$ cat config.mk
export PLATFORM = sky130hd
export DESIGN_NAME = ggc_color_pick
export DESIGN_NICKNAME = d
export VERILOG_FILES = /design/src/design/ggc_pkg.sv /design/src/design/ggc_color_pick.sv
export SDC_FILE = /design/constraint.sdc
export NUM_CORES = 1
export LEC_CHECK = 0
export ABC_AREA = 1
export BUFFER_PORTS_ARGS = -buffer_cell sky130_fd_sc_hd__buf_2
export CAP_MARGIN = 20
export CORE_MARGIN = 8
export CORE_UTILIZATION = 45
export DETAILED_ROUTE_END_ITERATION = 16
export HOLD_SLACK_MARGIN = 0.06
export PLACE_DENSITY = 0.67
export SETUP_SLACK_MARGIN = 0.4
export SLEW_MARGIN = 20
export SYNTH_ARGS = -nofsm -noshare
export SYNTH_HDL_FRONTEND = slang
export SYNTH_SLANG_ARGS = --single-unit
$ cat constraint.sdc
create_clock -name clk -period 5.3 [get_ports clk]
set_clock_uncertainty 0.05 [all_clocks]
set_input_delay 0 -clock clk [delete_from_list [all_inputs] [get_ports clk]]
set_output_delay 0 -clock clk [all_outputs]
set_load 0.1 [all_outputs]
$ cat src/design/ggc_pkg.sv
// Shared constants, types and helpers of the graph coloring block.
package ggc_pkg;

  localparam int NUM_V      = 64;
  localparam int VIDX_W     = $clog2(NUM_V);
  localparam int CNT_W      = VIDX_W + 1;
  localparam int NUM_COLORS = 10;
  localparam int COLOR_W    = 4;
  localparam int ACTION_W   = 2;
  localparam int DATA_W     = 32;
  localparam int ADDR_W     = 3;

  localparam logic [ACTION_W-1:0] ACT_CLEAR = 2'd0;
  localparam logic [ACTION_W-1:0] ACT_EDGE  = 2'd1;
  localparam logic [ACTION_W-1:0] ACT_RUN   = 2'd2;

  localparam logic [0:0] REG_VERTEX_COUNT = 1'b0;
  localparam logic [CNT_W-1:0] VCOUNT_RESET = CNT_W'(NUM_V);

  // Write request into the adjacency RAM, with a per-bit write enable.
  typedef struct packed {
    logic              we;
    logic [VIDX_W-1:0] addr;
    logic [NUM_V-1:0]  data;
    logic [NUM_V-1:0]  mask;
  } adj_wr_t;

  // Control from the sequencer to the color picker.
  typedef struct packed {
    logic              clear;
    logic              commit;
    logic [VIDX_W-1:0] vertex;
    logic [CNT_W-1:0]  count;
  } color_ctl_t;

  function automatic logic [NUM_V-1:0] vbit(input logic [VIDX_W-1:0] idx);
    return NUM_V'(1) << idx;
  endfunction

endpackage

$ cat src/design/ggc_color_pick.sv
// Per-color vertex sets and the first-fit color choice for one adjacency row.
module ggc_color_pick (
  input  logic                        clk,
  input  logic                        rst_n,
  input  ggc_pkg::color_ctl_t         ctl,
  input  logic [ggc_pkg::NUM_V-1:0]   row,
  output logic [ggc_pkg::COLOR_W-1:0] color
);
  import ggc_pkg::*;

  // Entry c holds one bit per vertex that currently has color c+1.
  logic [NUM_V-1:0]      cset_r [NUM_COLORS];
  logic [NUM_V-1:0]      cnt_mask;
  logic [NUM_V-1:0]      nbr;
  logic [NUM_COLORS-1:0] used;

  always_comb begin
    for (int j = 0; j < NUM_V; j++) begin
      cnt_mask[j] = CNT_W'(j) < ctl.count;
    end
    // A vertex never blocks itself.
    nbr = row & cnt_mask & ~vbit(ctl.vertex);
    for (int c = 0; c < NUM_COLORS; c++) begin
      used[c] = |(nbr & cset_r[c]);
    end
    color = '0;
    for (int c = NUM_COLORS - 1; c >= 0; c--) begin
      if (!used[c]) begin
        color = COLOR_W'(c + 1);
      end
    end
  end

  always_ff @(posedge clk) begin
    if (!rst_n || ctl.clear) begin
      for (int c = 0; c < NUM_COLORS; c++) begin
        cset_r[c] <= '0;
      end
    end else if (ctl.commit) begin
      for (int c = 0; c < NUM_COLORS; c++) begin
        cset_r[c][ctl.vertex] <= (color == COLOR_W'(c + 1));
      end
    end
  end

endmodule

## Yosys cells after proc, flatten, opt, wreduce, memory -nomap -nowiden

Memory sizes are Yosys's and may differ from the RTL's.
Cells that the tools add are included.

- Order comparisons: 66
- Equality and inequality tests: 10
- Shifts and indexed selects: 1
- Multiplexer cells: 657
- Bitwise gates (word level): 653
- Reduce and logical (&&, ||, !) cells: 13

Operator list:

| cell | count |
|---|---|
| $and A64 B64 Y64 | 12 |
| $mux W1 | 645 |
| $or A1 B1 Y1 | 640 |
| $reduce_or A64 Y1 | 10 |
| $lt A6 B7 Y1 const A | 32 |
| $lt A5 B7 Y1 const A | 16 |
| $mux W64 | 1 |
| $not A64 Y64 | 1 |
| $shl A1 B6 Y64 const A | 1 |
| $lt A4 B7 Y1 const A | 8 |
| $mux W4 | 10 |
| $lt A3 B7 Y1 const A | 4 |
| $eq A4 B3 Y1 const B | 4 |
| $lt A1 B7 Y1 const A | 2 |
| $lt A2 B7 Y1 const A | 2 |
| $eq A4 B4 Y1 const B | 3 |
| $eq A4 B2 Y1 const B | 2 |
| $lt A6 B7 Y1 const B | 1 |
| $demux W1 S6 | 1 |
| $ge A6 B1 Y1 const B | 1 |
| $eq A4 B1 Y1 const B | 1 |
| $logic_and A1 B1 Y1 | 1 |
| $logic_not A1 Y1 | 1 |
| $logic_or A1 B1 Y1 | 1 |

- Register bits: 0
- RAM bits: 640
- Bits of input ports: 81
- Output and inout port bits: 4
- Logic and storage cells: 1,401
- Memories: 1

Memory list:

| name | words | width | rd ports | clocked after Yosys merged registers in | wr ports | line | RTL |
|---|---|---|---|---|---|---|---|
| cset_r | 10 | 64 | 10 | 0 | 10 | ggc_color_pick.sv:12 | `logic [NUM_V-1:0] cset_r [NUM_COLORS];` |

## Logic depth before layout (Yosys ltp)

- Word-level depth: 17
- Depth in mapped cells: 25
- Depth with buffers taken out: 23

## Worst setup path before layout

No wires, ideal clock.

- Path kind: input port to flip-flop
- Start point: input port ctl[8] (netlist name)
- End point: memory cset_r[2][24], data pin
- Arrival time: 2.778 ns
- Data required time: 4.984 ns
- Setup slack: 2.206 ns
- Stages on the path: 21
- Path buffers: 2
- Path through: buf_2 -> inv_1 -> nand3_1 -> nor2_1 -> nor2_1 -> nand3_1 -> o21ai_0 -> inv_1 -> nand2_1 -> nor2_1 -> nand2_1 -> nor2_1 -> nand2_1 -> nand2_1 -> nor2_2 -> nand2_1 -> nor2_4 -> nor2_1 -> nand3_2 -> buf_2 -> nor2_1

RTL lines:

| item | line | RTL |
|---|---|---|
| from (decl) | ggc_color_pick.sv:5 | `input ggc_pkg::color_ctl_t ctl,` |
| to (decl) | ggc_color_pick.sv:12 |  |

## Final worst setup path

- Start point: input port ctl[2] (netlist name)
- End point: output port color[0] (netlist name)

- Word-level cells in the longest chain between the ends: 14
- Elaborated cells on any way between the ends: 93
- Classes of those cells: order compare: 64; mux: 9; bitwise: 11; reduce/logical: 9

Ends and longest elaborated chain:

| item | line | RTL |
|---|---|---|
| $lt A1 B7 Y1, or another cell as far along | ggc_color_pick.sv:19 | `cnt_mask[j] = CNT_W'(j) < ctl.count;` |
| $and A64 B64 Y64 * (2 in series) | ggc_color_pick.sv:22 | `nbr = row & cnt_mask & ~vbit(ctl.vertex);` |
| $and A64 B64 Y64 | ggc_color_pick.sv:24 | `used[c] = \|(nbr & cset_r[c]);` |
| $reduce_or A64 Y1 | ggc_color_pick.sv:24 |  |
| $mux W4 (8 in series) | ggc_color_pick.sv:28 | `if (!used[c]) begin` |
| $mux W4 * | ggc_color_pick.sv:28 |  |
| to (decl) | ggc_color_pick.sv:7 | `output logic [ggc_pkg::COLOR_W-1:0] color` |

Mark *: on every way between the ends. The rest lies on a longest branch, timed or not.

==> impl_results.rst <==
.. list-table::
   :header-rows: 1

   * - Metric
     - Value
   * - Result of the run
     - completed
   * - Placer Congestion
     - 1.126
   * - Antenna violations before repair
     - 5
   * - Largest register by flop count
     - cset_r
   * - Width of the die
     - 277 um
   * - Setup TNS
     - 0 ns
   * - Total met2 wirelength after detailed routing
     - 56,080 um
   * - CTS root buffer
     - clkbuf_16
   * - Final critical delay including setup and external delays
     - 4.462 ns
   * - Number of global-route vias before repair
     - 23,961
   * - Pwr Density
     - 340.7 nW/um2
   * - Post-Route M1 WL
     - 49,970 um
   * - Max-slew violation count
     - 0
   * - Gate count after technology mapping
     - 3,383
   * - Via density
     - 5.935
   * - Fraction of the yosys area taken by sequential cells
     - 0.6269
   * - WL met3
     - 16,170 um
   * - Top Layer Used
     - met5
   * - Drt wl/cell
     - 29.46 um
   * - HPWL after DPL
     - 97,670 um
   * - Number of I/O pins
     - 85
   * - Max reg flops
     - 640
   * - Max Clk Rate
     - 0.2241 GHz
   * - Overall global routing resource usage
     - 0.3266
   * - Number of sinks handled by clock tree synthesis
     - 640
   * - Data arrival, critical path
     - 4.41 ns
   * - CP Max Fanout
     - 7
   * - Async SR Flop Fraction
     - 0
   * - Total of endpoints with negative setup slack in the final report
     - 0
   * - TritonCTS clock tree
     - built
   * - Endpoint type of the worst setup path
     - primary output
   * - Library cell with the highest instance count after synthesis
     - nor2_1
   * - RSZ-0062 raised after global routing
     - no
   * - Count of flip-flops with a built-in enable after synthesis
     - 640
   * - Setup repair bufs after CTS
     - 0
   * - Register-to-register path setup slack
     - 1.63 ns
   * - Startpoint kind of the worst setup timing path
     - input port
   * - Filler cell count in the final layout
     - 6,247
   * - CTS Buf Count
     - 70
   * - Synthesized netlist net count
     - 3,464
   * - WP data required
     - 5.25 ns
   * - Clock Path Buffers
     - 3
   * - First-pass iteration count of the detailed router
     - 6
   * - Slew margin rel.
     - 0.1947
   * - Total number of nets in the final design
     - 3,549
   * - Die height
     - 277 um
   * - Share of layout cells above drive strength 1
     - 0.08802
   * - Starting density of the core
     - 0.4556
   * - Hold-fix buffers at CTS
     - 0
   * - Top area cells in the synthesized netlist
     - edfxtp_1, nor2_1, nand2_1
   * - Top flop regs
     - cset_r (640)
   * - Final hold slack
     - 0.2804 ns
   * - Total die area
     - 76,730 um2
   * - Post-DRT Antenna Nets
     - 0
   * - Iteration-0 DRC count of the detailed router
     - 4,527
   * - Leakage Power
     - 13.54 nW
   * - Post-CTS resize count
     - 0
   * - Wire length of the first global-routing pass
     - 178,400 um
   * - Setup ws final
     - 0.8376 ns
   * - Portion of the clock cycle consumed by the worst path in the final layout
     - 0.8420
   * - Average instance area after synthesis
     - 9.061 um2
   * - Post-synthesis sequential element count
     - 640
   * - Number of buffers added on ports
     - 84
   * - Slew @ Worst Pin
     - 1.195 ns
   * - Kind of critical path
     - input port to primary output
   * - Placement row count
     - 95
   * - Synth warnings
     - 0
   * - Hold Fails Final Rpt
     - 0
   * - Source-to-sink clock delay at the later pin of the worst-skew pair
     - 0.64 ns
   * - Hold/Removal Path Class
     - input port to register
   * - Share of the synthesized area in the top cell type
     - 0.6269
   * - Total wire length
     - 129,500 um
   * - Post-synthesis to final-layout area growth
     - 13.12%
   * - Total DRC errors in the routed layout
     - 0
   * - Synth Cell Area
     - 30,650 um2
   * - Core area
     - 67,280 um2
   * - Pin count of the biggest net entering global routing
     - 42
   * - Primary FF master, synth
     - edfxtp_1
   * - Leading cell types by count after synthesis
     - nor2_1, nand2_1, edfxtp_1
   * - Maximum VDD drop
     - 250.6 uV
   * - Leading area contributor after synthesis
     - edfxtp_1
   * - Max-capacitance violation count
     - 0
   * - Distinct cell type count after synthesis
     - 41
   * - Clock Pin Slew Worst Setup and Hold Paths
     - 0.06 ns
   * - Number of H-tree branching levels
     - 3
   * - Placement Setup Slack
     - 0.7604 ns
   * - Via Count
     - 26,098
   * - Overflow left after global routing
     - 0
[final timing paths]
path | from | to | cells past startpoint
max | ctl[2] | color[0] | 19
min | ctl[12] | cset_r[4][36] | 5
max reg2reg | cset_r[6][38] | cset_r[8][49] | 17
min reg2reg | cset_r[0][42] | cset_r[0][13] | 6
[cell families (layout without fill, tap and decap cells)]
group,after synthesis,in the layout,synth area share
compound gates,108,108,0.02171
buf+inv,454,593,0.05804
flops,640,640,0.6269
other cells,0,2,0
simple gates,2181,2181,0.2933
[worst max-delay path: stages]
cell and delay, ns:
buf_2 0.16, nand3_1 0.77, nand3_1 0.46, nand4_1 0.50, o21a_1 0.39, nand3_1 0.32
nor2_1 0.19, nand2_1 0.07, nor2_1 0.14, nand2_1 0.15, nand2_1 0.10, nand2_1 0.08
nand2_1 0.07, nand2_1 0.05, nand2_1 0.06, nand2_2 0.21, nand2_2 0.30, buf_4 0.18
buf_12 0.18
[cell type report]
| type | instances | area [um2] | area share |
|---|---|---|---|
| Clock buffer | 93 | 1923 | 0.05546 |
| Sequential cell | 640 | 19220 | 0.5542 |
| Antenna cell | 2 | 5.005 | 0.0001443 |
| Timing Repair Buffer | 165 | 1281 | 0.03695 |
| Clock inverter | 33 | 271.5 | 0.007830 |
| Inverter | 302 | 1134 | 0.03269 |
| Multi-Input combinational cell | 2289 | 9751 | 0.2812 |
| Tap cell | 873 | 1092 | 0.03150 |
[per-layer routing]
metal | up-vias | track usage
met5 | - | 0
met4 | 4 | 0.1507
met3 | 329 | 0.07370
met2 | 1874 | 0.4900
met1 | 12590 | 0.4492
li1 | 11301 | -
[layout by cell type, fill, tap and decap left out, types with 16 or more instances in the layout]
cell type,synthesis,layout
buf_4,1,62
nor3_1,18,18
inv_1,283,283
clkbuf_16,0,74
nand2_1,743,742
inv_2,16,16
o21ai_0,43,43
nor2_1,1025,1022
clkbuf_1,94,19
a21oi_1,16,16
edfxtp_1,640,640
buf_12,0,20
buf_2,57,83
nand4_1,108,108
nand3_1,224,224
[through the flow]
| step | std cells | total power, mW | instance area (um2) | utilization |
|---|---|---|---|---|
| after floorplan | 3383 | 6.451 | 30650 | - |
| after global placement | 4269 | 7.029 | 32480 | 0.4827 |
| after detailed placement | 4269 | 7.035 | 32480 | 0.4827 |
| after CTS | 4395 | 11.75 | 34670 | 0.5153 |
| after global routing | 4395 | 12.04 | 34670 | 0.5153 |
| final | 4397 | 11.82 | 34680 | 0.5154 |
[power breakdown]
part	total [mW]	switching, mW	leakage, nW	internal, mW
Combinational	1.16	0.914	5.33	0.249
Sequential	5.82	0.0608	7.13	5.76
Clock	4.83	2.08	1.08	2.75
(Power assumes the default switching activity.)
